[src/murmur3_32bit_stream_hash_assert.svh]
// Assertion macros for the murmur3 stream hash RTL.
`ifndef MURMUR3_32BIT_STREAM_HASH_ASSERT_SVH
`define MURMUR3_32BIT_STREAM_HASH_ASSERT_SVH

`ifndef SYNTHESIS
// Same-cycle implication, disabled during reset.
`define MMH_ASSERT_IMP(lbl, clk, rstn, ante, cons, msg) \
  lbl: assert property (@(posedge clk) disable iff (!rstn) (ante) |-> (cons)) \
    else $error(msg);
// Next-cycle implication, disabled during reset.
`define MMH_ASSERT_NXT(lbl, clk, rstn, ante, cons, msg) \
  lbl: assert property (@(posedge clk) disable iff (!rstn) (ante) |=> (cons)) \
    else $error(msg);
`else
`define MMH_ASSERT_IMP(lbl, clk, rstn, ante, cons, msg)
`define MMH_ASSERT_NXT(lbl, clk, rstn, ante, cons, msg)
`endif

`endif

[src/mmh_pkg.sv]
// Constants and control types for the murmur3 x86_32 stream hash.
`timescale 1ns / 1ps
package mmh_pkg;

  localparam int unsigned WordW  = 32;
  localparam int unsigned CountW = 3;
  localparam int unsigned TdataW = 40;  // word + count, padded to bytes

  localparam logic [CountW-1:0] FullCount = 3'd4;

  localparam logic [WordW-1:0] KeyC1   = 32'hcc9e2d51;
  localparam logic [WordW-1:0] KeyC2   = 32'h1b873593;
  localparam logic [WordW-1:0] HashMix = 32'he6546b64;
  localparam logic [WordW-1:0] FinM1   = 32'h85ebca6b;
  localparam logic [WordW-1:0] FinM2   = 32'hc2b2ae35;

  localparam int unsigned KeyRot  = 15;
  localparam int unsigned HashRot = 13;

  // Commands from controller to datapath
  typedef struct packed {
    logic accept;  // take input item, key times C1
    logic mul2;    // key times C2
    logic acc;     // fold key into hash, advance length
    logic fin1;    // finalizer first multiply
    logic fin2;    // finalizer second multiply
    logic fin3;    // load output register
  } mmh_cmd_t;

  // Status from datapath to controller
  typedef struct packed {
    logic last;      // item in flight is the final word
    logic out_busy;  // output register full and not taken this cycle
  } mmh_sts_t;

  function automatic logic [WordW-1:0] rotl15(input logic [WordW-1:0] v);
    return {v[WordW-KeyRot-1:0], v[WordW-1:WordW-KeyRot]};
  endfunction

  function automatic logic [WordW-1:0] rotl13(input logic [WordW-1:0] v);
    return {v[WordW-HashRot-1:0], v[WordW-1:WordW-HashRot]};
  endfunction

endpackage

[src/murmur3_32bit_stream_hash.sv]
// Top level of the murmur3 x86_32 stream hash: controller plus datapath.
// The single shared 32x32 multiplier serves two key multiplies per word and the
//   finalizer multiplies; the hash fold follows them, so a new word waits for the fold.
// After a last word: MIX2, ACC, FIN1, FIN2, then FIN3 loads the hash into the output
//   register and the next word is accepted back in IDLE, later while the output is full.
// Reset (rst_ni low, asynchronous): seed, hash, length and output valid clear.
`timescale 1ns / 1ps
module murmur3_32bit_stream_hash (
  input  logic                       clk_i,
  input  logic                       rst_ni,
  // configuration: seed register
  input  logic                       cfg_we_i,
  input  logic [mmh_pkg::WordW-1:0]  cfg_wdata_i,
  // input items
  input  logic                       s_axis_tvalid,
  output logic                       s_axis_tready,
  input  logic [mmh_pkg::TdataW-1:0] s_axis_tdata,   // [31:0] data_word, [34:32] byte_count
  input  logic                       s_axis_tlast,   // last_word
  // result items
  output logic                       m_axis_tvalid,
  input  logic                       m_axis_tready,
  output logic [mmh_pkg::WordW-1:0]  m_axis_tdata    // [31:0] hash_value
);
  import mmh_pkg::*;

  mmh_cmd_t cmd;
  mmh_sts_t sts;

  mmh_ctrl u_ctrl (
    .clk_i         (clk_i),
    .rst_ni        (rst_ni),
    .s_axis_tvalid (s_axis_tvalid),
    .s_axis_tready (s_axis_tready),
    .sts_i         (sts),
    .cmd_o         (cmd)
  );

  mmh_datapath u_datapath (
    .clk_i       (clk_i),
    .rst_ni      (rst_ni),
    .cfg_we_i    (cfg_we_i),
    .cfg_wdata_i (cfg_wdata_i),
    .word_i      (s_axis_tdata[WordW-1:0]),
    .count_i     (s_axis_tdata[WordW+CountW-1:WordW]),
    .last_i      (s_axis_tlast),
    .cmd_i       (cmd),
    .sts_o       (sts),
    .out_valid_o (m_axis_tvalid),
    .out_ready_i (m_axis_tready),
    .out_data_o  (m_axis_tdata)
  );

endmodule

[src/mmh_ctrl.sv]
// Controller state machine sequencing the shared multiplier of the hash.
`timescale 1ns / 1ps
`include "murmur3_32bit_stream_hash_assert.svh"
module mmh_ctrl (
  input  logic              clk_i,
  input  logic              rst_ni,
  input  logic              s_axis_tvalid,
  output logic              s_axis_tready,
  input  mmh_pkg::mmh_sts_t sts_i,
  output mmh_pkg::mmh_cmd_t cmd_o
);
  import mmh_pkg::*;

  typedef enum logic [2:0] {
    ST_IDLE,
    ST_MIX2,
    ST_ACC,
    ST_FIN1,
    ST_FIN2,
    ST_FIN3
  } state_e;

  state_e state_q, state_d;
  logic   ready_q, ready_d;
  logic   accept;

  assign accept        = s_axis_tvalid && ready_q;
  assign s_axis_tready = ready_q;

  // Next state
  always_comb begin
    state_d = state_q;
    case (state_q)
      ST_IDLE: if (accept) state_d = ST_MIX2;
      ST_MIX2: state_d = ST_ACC;
      ST_ACC:  state_d = sts_i.last ? ST_FIN1 : ST_IDLE;
      ST_FIN1: state_d = ST_FIN2;
      ST_FIN2: state_d = ST_FIN3;
      ST_FIN3: if (!sts_i.out_busy) state_d = ST_IDLE;
      default: state_d = ST_IDLE;
    endcase
    ready_d = (state_d == ST_IDLE);
  end

  // State and registered ready
  always_ff @(posedge clk_i or negedge rst_ni) begin
    if (!rst_ni) begin
      state_q <= ST_IDLE;
      ready_q <= 1'b1;
    end else begin
      state_q <= state_d;
      ready_q <= ready_d;
    end
  end

  // Command decode
  always_comb begin
    cmd_o        = '0;
    cmd_o.accept = accept;
    cmd_o.mul2   = (state_q == ST_MIX2);
    cmd_o.acc    = (state_q == ST_ACC);
    cmd_o.fin1   = (state_q == ST_FIN1);
    cmd_o.fin2   = (state_q == ST_FIN2);
    cmd_o.fin3   = (state_q == ST_FIN3) && !sts_i.out_busy;
  end

  `MMH_ASSERT_IMP(a_cmd_onehot, clk_i, rst_ni, 1'b1, $onehot0(cmd_o), "commands overlap")
  `MMH_ASSERT_NXT(a_accept_mix2, clk_i, rst_ni, accept, cmd_o.mul2, "accepted item not mixed")
  `MMH_ASSERT_NXT(a_fin_hold, clk_i, rst_ni, state_q == ST_FIN3 && sts_i.out_busy,
                  state_q == ST_FIN3 && !s_axis_tready, "result dropped while output full")
  `MMH_ASSERT_IMP(a_ready_idle, clk_i, rst_ni, s_axis_tready, state_q == ST_IDLE,
                  "ready outside idle")

endmodule

[src/mmh_datapath.sv]
// Hash datapath: seed, running hash, length, key and finalizer registers.
`timescale 1ns / 1ps
module mmh_datapath (
  input  logic                      clk_i,
  input  logic                      rst_ni,
  input  logic                      cfg_we_i,
  input  logic [mmh_pkg::WordW-1:0] cfg_wdata_i,
  input  logic [mmh_pkg::WordW-1:0] word_i,
  input  logic [mmh_pkg::CountW-1:0] count_i,
  input  logic                      last_i,
  input  mmh_pkg::mmh_cmd_t         cmd_i,
  output mmh_pkg::mmh_sts_t         sts_o,
  output logic                      out_valid_o,
  input  logic                      out_ready_i,
  output logic [mmh_pkg::WordW-1:0] out_data_o
);
  import mmh_pkg::*;

  logic [WordW-1:0]  seed_q;
  logic [WordW-1:0]  hash_q, len_q, key_q, fin_q, out_q;
  logic              in_msg_q, last_q, out_valid_q;
  logic [CountW-1:0] cnt_q, cnt_eff;
  logic [WordW-1:0]  masked, mul_a, mul_b, prod, fin_x, mixed, rot_h;

  // Effective byte count and tail mask
  always_comb begin
    cnt_eff = (count_i > FullCount || !last_i) ? FullCount : count_i;
    case (cnt_eff)
      3'd0:    masked = '0;
      3'd1:    masked = {24'd0, word_i[7:0]};
      3'd2:    masked = {16'd0, word_i[15:0]};
      3'd3:    masked = {8'd0, word_i[23:0]};
      default: masked = word_i;
    endcase
  end

  // Shared multiplier operand select (low 32 bits of product kept)
  always_comb begin
    fin_x = hash_q ^ len_q;
    mul_a = masked;
    mul_b = KeyC1;
    if (cmd_i.mul2) begin
      mul_a = key_q;
      mul_b = KeyC2;
    end else if (cmd_i.fin1) begin
      mul_a = fin_x ^ (fin_x >> 16);
      mul_b = FinM1;
    end else if (cmd_i.fin2) begin
      mul_a = fin_q ^ (fin_q >> 13);
      mul_b = FinM2;
    end
  end
  assign prod = mul_a * mul_b;

  // Full-block hash update: rotate, times five, plus constant
  assign rot_h = rotl13(hash_q ^ key_q);
  assign mixed = (rot_h << 2) + rot_h + HashMix;

  // Control-state registers
  always_ff @(posedge clk_i or negedge rst_ni) begin
    if (!rst_ni) begin
      seed_q      <= '0;
      hash_q      <= '0;
      len_q       <= '0;
      in_msg_q    <= 1'b0;
      last_q      <= 1'b0;
      out_valid_q <= 1'b0;
    end else begin
      if (cfg_we_i) seed_q <= cfg_wdata_i;
      if (cmd_i.accept) begin
        last_q   <= last_i;
        in_msg_q <= 1'b1;
        if (!in_msg_q) begin
          hash_q <= seed_q;
          len_q  <= '0;
        end
      end
      if (cmd_i.acc) begin
        if (cnt_q == FullCount) hash_q <= mixed;
        else if (cnt_q != '0)   hash_q <= hash_q ^ key_q;
        len_q <= len_q + {{(WordW-CountW){1'b0}}, cnt_q};
        if (last_q) in_msg_q <= 1'b0;
      end
      if (cmd_i.fin3)       out_valid_q <= 1'b1;
      else if (out_ready_i) out_valid_q <= 1'b0;
    end
  end

  // Payload registers
  always_ff @(posedge clk_i) begin
    if (cmd_i.accept) begin
      key_q <= rotl15(prod);
      cnt_q <= cnt_eff;
    end
    if (cmd_i.mul2) key_q <= prod;
    if (cmd_i.fin1 || cmd_i.fin2) fin_q <= prod;
    if (cmd_i.fin3) out_q <= fin_q ^ (fin_q >> 16);
  end

  assign sts_o.last     = last_q;
  assign sts_o.out_busy = out_valid_q && !out_ready_i;
  assign out_valid_o    = out_valid_q;
  assign out_data_o     = out_q;

endmodule

[config.mk]
export PLATFORM = sky130hd
export DESIGN_NAME = murmur3_32bit_stream_hash
export DESIGN_NICKNAME = d
export VERILOG_FILES = /design/src/mmh_pkg.sv /design/src/murmur3_32bit_stream_hash.sv /design/src/mmh_ctrl.sv /design/src/mmh_datapath.sv
export VERILOG_INCLUDE_DIRS = /design/src /design/src/src
export SDC_FILE = /design/constraint.sdc
export NUM_CORES = 2
export LEC_CHECK = 0
export ABC_AREA = 1
export BUFFER_PORTS_ARGS = -buffer_cell sky130_fd_sc_hd__buf_4
export CAP_MARGIN = 20
export CORE_UTILIZATION = 49
export CTS_BUF_LIST = sky130_fd_sc_hd__clkbuf_4
export DETAILED_ROUTE_END_ITERATION = 16
export PLACE_DENSITY = 0.76
export SETUP_SLACK_MARGIN = 0.3
export SLEW_MARGIN = 5
export SYNTH_ARGS = -nofsm -noshare
export SYNTH_HDL_FRONTEND = slang
export SYNTH_SLANG_ARGS = --single-unit
[constraint.sdc]
create_clock -name clk_i -period 20.3 [get_ports clk_i]
set_input_delay 3.045 -clock clk_i [delete_from_list [all_inputs] [get_ports clk_i]]
set_output_delay 3.045 -clock clk_i [all_outputs]
set_load 0.03 [all_outputs]
# After elaboration in Yosys (flattened, before gate mapping)
# Cells that the tools add are included.
totals:
  register_bits: 202
classes:
  addsub: 3
  reduce_logical: 16
  muxes: 27
  bitwise_logic: 5
  multipliers: 1
  n_eq_ne: 10
  magnitude_cmp: 1
ops:
  columns: ["op", "n"]
  rows:
  - ["two-way mux 32 bit", 15]
  - ["one-hot mux 32 bit (4 select lines)", 1]
  - ["bitwise XOR 32 x 16 -> 32 bit", 2]
  - ["bitwise XOR 32 bit", 2]
  - ["adder 32 x 3 -> 32 bit", 1]
  - ["adder 32 bit", 1]
  - ["adder 32 bit (second input constant)", 1]
  - ["multiplier 32 x 32 -> 32 bit", 1]
  - ["bitwise XOR 32 x 19 -> 32 bit", 1]
  - ["two-way mux 28 bit", 1]
  - ["one-hot mux 3 bit (6 select lines)", 1]
  - ["equality test 3 x 2 -> 1 bit (second input constant)", 4]
  - ["equality test 3 bit (second input constant)", 3]
  - ["logical NOT 3 bit", 3]
  - ["two-way mux 3 bit", 3]
  - ["equality test 3 x 1 -> 1 bit (second input constant)", 2]
  - ["nonzero test 2 bit", 3]
  - ["two-way mux 1 bit", 5]
  - ["> comparator 3 bit (second input constant)", 1]
  - ["logical AND 1 bit", 3]
  - ["logical NOT 1 bit", 3]
  - ["nonzero test 3 bit", 1]
  - ["logical OR 1 bit", 2]
  - ["two-way mux 2 bit", 1]
  - ["2 further kinds", 2]

# Depth between registers and ports, before layout
depth:
  word_depth: 11
  ltp_mapped: 42

# Cells and area by module
# A second synthesis with hierarchy kept.
unflattened:
  hier_cells: 3417
  hier_area_um2: 28018.1
modules_own_cells:
  columns: ["module", "cells_per_inst", "seq_area_each_um2", "area_per_inst_um2", "n_inst"]
  rows:
  - ["mmh_datapath", 3383, 5450.2, 27774.1, 1]
  - ["mmh_ctrl", 34, 101.3, 244.0, 1]

# Worst setup path before layout
# No wires, ideal clock.
synth_timing:
  path_type: "input to register"
  from: "input port s_axis_tlast"
  to: "register u_datapath.fin_q[29], data pin"
  path_stages: 37
  setup_ns: 0.255
  arrival_ns: 9.642
  setup_slack_ns: 10.403
  path_cell_list: "inv_1 -> nor2_1 -> nand2_1 -> nand3_1 -> inv_1 -> nor2_1 -> nor2_2 -> inv_1 -> nand2_1 -> inv_1 -> nor2_1 -> fa_1 -> fa_1 -> fa_1 -> inv_1 -> fa_1 -> inv_1 -> ha_1 -> ha_1 -> fa_1 -> inv_1 -> fa_1 -> inv_1 -> ha_1 -> a21oi_1 -> o21ai_0 -> nand2_1 -> o2111ai_1 -> a21oi_1 -> inv_1 -> nand2_1 -> nand2_1 -> a21boi_0 -> o21ai_0 -> nand2_1 -> nand3_1 -> and2_1"
synth_via:
  elab_chain_cells: 9
  word_cells_on_any_way: 12
  classes_between: "1 x mul; 3 x eq/ne; 5 x mux; 3 x reduce/logical"
synth_lines:
  columns: ["item", "line", "rtl"]
  rows:
  - ["start: declaration", "murmur3_32bit_stream_hash.sv:18", "input logic s_axis_tlast,"]
  - ["logical NOT 1 bit (*)", "mmh_datapath.sv:27", "cnt_eff = (count_i > FullCount || !last_i) ? FullCount : count_i;"]
  - ["logical OR 1 bit (*)", "mmh_datapath.sv:27", null]
  - ["two-way mux 3 bit (*)", "mmh_datapath.sv:27", null]
  - ["equality test 3 x 2 -> 1 bit (tied with other cells)", "mmh_datapath.sv:28", "case (cnt_eff)"]
  - ["one-hot mux 32 bit (4 select lines) (*)", "mmh_datapath.sv:28", null]
  - ["two-way mux 32 bit (*)", "mmh_datapath.sv:48", "end else if (cmd_i.fin2) begin"]
  - ["two-way mux 32 bit (*)", "mmh_datapath.sv:45", "end else if (cmd_i.fin1) begin"]
  - ["two-way mux 32 bit (*)", "mmh_datapath.sv:42", "if (cmd_i.mul2) begin"]
  - ["multiplier 32 x 32 -> 32 bit (*)", "mmh_datapath.sv:53", "assign prod = mul_a * mul_b;"]
  - ["via u_datapath.prod[29]", "mmh_datapath.sv:23", "logic [WordW-1:0] masked, mul_a, mul_b, prod, fin_x, mixed, rot_h;"]
  - ["end signal: assignment", "mmh_datapath.sv:96", "if (cmd_i.fin1 || cmd_i.fin2) fin_q <= prod;"]
  - ["end: declaration", "mmh_datapath.sv:20", "logic [WordW-1:0] hash_q, len_q, key_q, fin_q, out_q;"]
# The timed path passes the listed nets; every way through them passes the cells marked *.
# A chain may end at the register's enable or synchronous reset.

# Final worst setup path
layout_timing:
  from: "input port s_axis_tdata[33] (netlist bit)"
  to: "register u_datapath.key_q[10], data pin"
layout_via:
  elab_chain_cells: 11
  word_cells_on_any_way: 14
  classes_between: "1 x mul; 1 x order compare; 3 x eq/ne; 7 x mux; 2 x reduce/logical"
layout_lines:
  columns: ["item", "line", "rtl"]
  rows:
  - ["start: declaration", "murmur3_32bit_stream_hash.sv:17", "input logic [mmh_pkg::TdataW-1:0] s_axis_tdata,"]
  - ["> comparator 3 bit", "mmh_datapath.sv:27", null]
  - ["logical OR 1 bit", "mmh_datapath.sv:27", null]
  - ["two-way mux 3 bit (*)", "mmh_datapath.sv:27", null]
  - ["equality test 3 x 2 -> 1 bit (tied with other cells)", "mmh_datapath.sv:28", null]
  - ["one-hot mux 32 bit (4 select lines) (*)", "mmh_datapath.sv:28", null]
  - ["two-way mux 32 bit (*)", "mmh_datapath.sv:48", null]
  - ["two-way mux 32 bit (*)", "mmh_datapath.sv:45", null]
  - ["two-way mux 32 bit (*)", "mmh_datapath.sv:42", null]
  - ["multiplier 32 x 32 -> 32 bit (*)", "mmh_datapath.sv:53", null]
  - ["via u_datapath.prod[27]", "mmh_datapath.sv:23", null]
  - ["two-way mux 32 bit (*)", "mmh_datapath.sv:91", "if (cmd_i.accept) begin"]
  - ["two-way mux 32 bit (*)", "mmh_datapath.sv:95", "if (cmd_i.mul2) key_q <= prod;"]
  - ["end signal: assignment", "mmh_datapath.sv:92", "key_q <= rotl15(prod);"]
  - ["end signal: assignment", "mmh_datapath.sv:95", null]
  - ["end: declaration", "mmh_datapath.sv:20", null]
# The timed path passes the listed nets; every way through them passes the cells marked *. The select of a mux whose other input is x is not followed.

==> impl.org <==
** Worst setup path
- At the worst endpoint, the required time is 20.82 ns.
- Library cell appearing most often on the critical path :: sky130_fd_sc_hd__nand2_1
- In this design, the stage delay of the slowest critical-path cell is 0.60 ns.
- Top Family by Delay on Critical Path :: adder cells
- Endpoint class of the critical path :: flip-flop
- Worst setup path category :: primary input to flip-flop
- Data arrival time at the worst-slack endpoint :: 11.68 ns
- Together, buffers and inverters on the worst path number 8.
- Crit path max-delay cell type :: sky130_fd_sc_hd__fa_1
- Max Fanout on Critical Path :: 8
- Type of origin of the critical path :: primary input

** Placement
- Count of buffers inserted at the top-level ports :: 106
- Post-DP HPWL :: 80.1 mm
- Routability congestion estimate from global placement :: 1.06

** Global route
- The total overflow left after global routing is 0.
- Pin count of the biggest net entering global routing :: 71
- The initial antenna violation count was 4.
- Vias in the first global route :: 22800
- Wire length of the first global-routing pass :: 140 mm
- For this run, the total global-route usage over all layers was measured as 33.9%.

** Clock network
- Clock latency at the later pin of the worst-skew pair :: 0.73 ns
- The cell sitting at the root of the clock tree is a sky130_fd_sc_hd__clkbuf_4.
- Clock tree from TritonCTS :: done
- Number of buffers added for setup after CTS :: 0
- In this run, post-CTS hold repair placed 0 buffers.
- CTS built an H-tree with a depth of 2.
- The clock passes through at most 3 buffers.
- After clock tree synthesis, the clock-pin slew on the worst setup and hold paths is 0.08 ns.
- Post-cts gate resize count :: 0
- Num CTS Buffers :: 51
- Clock tree sinks :: 202

** Logic synthesis
- In this run, synthesis produced a sequential element count of 202.
- Number of cells produced by synthesis :: 3345
- The netlist uses 63 different library cells.
- The number of nets handed over by synthesis was 4012.
- Mapped Avg Cell Area :: 8.28 um^2
- Netlist area before placement :: 27700 um^2
- Counting flops with a built-in enable in the synthesized netlist gives 99.
- Yosys printed 0 warnings.
- Asr flop ratio synth :: 51.0%
- Sequential cells were found to cover 20.0% of the synthesized design area.
- The most used flip-flop cell after synthesis is sky130_fd_sc_hd__dfrtp_1.

** STA
- Max frequency :: 89.6 MHz
- Final setup violation count :: 0
- Worst hold margin :: 0.491 ns
- Headroom to the max-slew limit came out at 26.7%.
- Final worst-path cycle share :: 55.0%
- Worst clock skew on the final layout :: 0.0575 ns
- Final Hold Viols :: 0
- Clock period minus worst slack :: 11.16 ns
- Setup repair after global routing left no endpoint under its margin.
- Final Max Tran Viols :: 0
- For the pin with the worst max-slew slack, the measured transition is 1.09 ns.
- In the final timing run, aggregate negative setup slack is 0 ns.

** Die
- Vert. Die Dim :: 240 um
- Initial Util :: 50.0%
- The floorplan has 86 rows.
- The die covers 57500 um^2.
- 112 I/O pins were placed.
- In this run the standard cell core region covers 55400 um^2.
- The floorplan step set the die width to 240 um.

** Cells and area
- Most common cell after layout, fill and taps aside :: sky130_fd_sc_hd__inv_1
- Compared with the post-synthesis result, the final layout area differs by 7.80%.
- Cells with a size suffix above 1 make up 8.39% of the layout.
- Most used cells in the layout excluding fill and tap cells :: 837 x sky130_fd_sc_hd__inv_1, 647 x sky130_fd_sc_hd__nand2_1, 407 x sky130_fd_sc_hd__fa_1
- Nets@finish :: 4107

** Detailed routing
- Via count :: 23300
- After detailed routing, the number of remaining DRC violations is 0.
- Detailed Routing Iterations Pass 1 :: 6
- In this run the remaining antenna-violating nets after routing total 0.
- The routed design has 94.8 mm of wire.
- Starting DRC count in detailed routing :: 3150
- After detailed routing, the average wire length per cell comes to 22.4 um.
- DR vias/cell :: 5.50

** Flow run
- Max-cap violations in this run came to 0.

** Min path
- The worst hold path belongs to the class flip-flop to flip-flop.

** Outcome
- Result of the run :: completed
[sequential cells by signal, summed over array words and instances (netlist names)]
name and cells:
u_datapath.in_msg_q 1, u_datapath.out_valid_o 1, u_datapath.len_q 32, u_datapath.last_q 1, u_datapath.hash_q 32, u_ctrl.state_q 3
u_datapath.out_data_o 32, u_datapath.cnt_q 3, u_datapath.seed_q 32, u_ctrl.s_axis_tready 1, u_datapath.fin_q 32, u_datapath.key_q 32
[cells in the mapped netlist, types with 14 or more instances]
| cell | number | share of area, % |
|---|---|---|
| sky130_fd_sc_hd__inv_1 | 837 | 11 |
| sky130_fd_sc_hd__nand2_1 | 647 | 8.8 |
| sky130_fd_sc_hd__fa_1 | 407 | 29 |
| sky130_fd_sc_hd__nor2_1 | 212 | 2.9 |
| sky130_fd_sc_hd__ha_1 | 182 | 8.2 |
| sky130_fd_sc_hd__o21ai_0 | 157 | 2.8 |
| sky130_fd_sc_hd__nand3_1 | 138 | 2.5 |
| sky130_fd_sc_hd__a21oi_1 | 121 | 2.2 |
| sky130_fd_sc_hd__dfrtp_1 | 102 | 9.2 |
| sky130_fd_sc_hd__edfxtp_1 | 99 | 11 |
| sky130_fd_sc_hd__xor2_1 | 75 | 2.4 |
| sky130_fd_sc_hd__xnor2_1 | 63 | 2.0 |
| sky130_fd_sc_hd__clkbuf_1 | 45 | 0.61 |
| sky130_fd_sc_hd__a31oi_1 | 23 | 0.52 |
| sky130_fd_sc_hd__nand2_2 | 22 | 0.50 |
| sky130_fd_sc_hd__nand4_1 | 20 | 0.45 |
| sky130_fd_sc_hd__mux2_2 | 18 | 0.73 |
| sky130_fd_sc_hd__buf_1 | 15 | 0.20 |
| sky130_fd_sc_hd__nand3_2 | 14 | 0.51 |
| sky130_fd_sc_hd__nor3_1 | 14 | 0.25 |
[per-layer routing]
layer	vias up	share of wire, %	GRT usage, %
li1	10400	-	-
met1	11200	39	46.5
met2	1489	42	49.2
met3	237	14	10.4
met4	6	4.8	14.9
met5	-	0.063	0
[final cells by class]
| class | count | area, um^2 |
|---|---|---|
| Antenna cell | 2 | 5.00 |
| Clock buffer | 74 | 556 |
| Clock inverter | 21 | 115 |
| Fill cell | 5130 | 25600 |
| Inverter | 845 | 3170 |
| Multi-Input combinational cell | 2217 | 18600 |
| Sequential cell | 202 | 5550 |
| Tap cell | 748 | 936 |
| Timing Repair Buffer | 123 | 923 |
[stage by stage]
stage	utilization, %	instance area (um^2)	cells	setup slack [ns]
finish	53.9	29900	4232	9.14
global placement	52.6	29200	4135	8.75
detailed placement	52.6	29200	4135	8.72
CTS	53.9	29800	4230	9.41
global route	53.9	29800	4231	8.83
floorplan	-	27700	3345	10.40
[worst paths after layout]
kind,startpoint,endpoint,slack [ns],cells past startpoint
max,s_axis_tdata[33],u_datapath.key_q[10],9.14,37
min in group asynchronous,rst_ni,u_datapath.seed_q[28],2.30,1
min reg2reg,u_datapath.last_q,u_datapath.last_q,0.49,2
max reg2reg,u_ctrl.state_q[2],u_datapath.key_q[13],10.16,36
max in group asynchronous,rst_ni,u_datapath.out_valid_o,16.68,2
min,u_datapath.last_q,u_datapath.last_q,0.49,2
[worst reg2reg max path, delay by kind of cell (launching register included)]
family / cells / cell delay, ns
compound gates: 5 / 0.92
xor+xnor: 1 / 0.31
fa+ha+maj: 9 / 4.33
buf+inv: 11 / 1.99
flops: 1 / 0.79
simple gates: 10 / 1.62
[logic make-up (layout without fill, tap and decap cells)]
group / after synthesis / in the layout / share of synthesized area (%)
XOR/XNOR: 138 / 138 / 4.36
adder cells (fa/ha/maj): 589 / 589 / 37.6
buffers and inverters: 926 / 1063 / 12.9
flip-flops: 202 / 202 / 20.0
AO/OA/AOI/OAI: 358 / 358 / 7.15
AND/OR/NAND/NOR: 1111 / 1111 / 17.1
multiplexers: 20 / 20 / 0.804
other: 1 / 3 / 0.0135
Power is not shown: default switching activity piles up to over one toggle a cycle in this logic, so the estimate is an artifact.
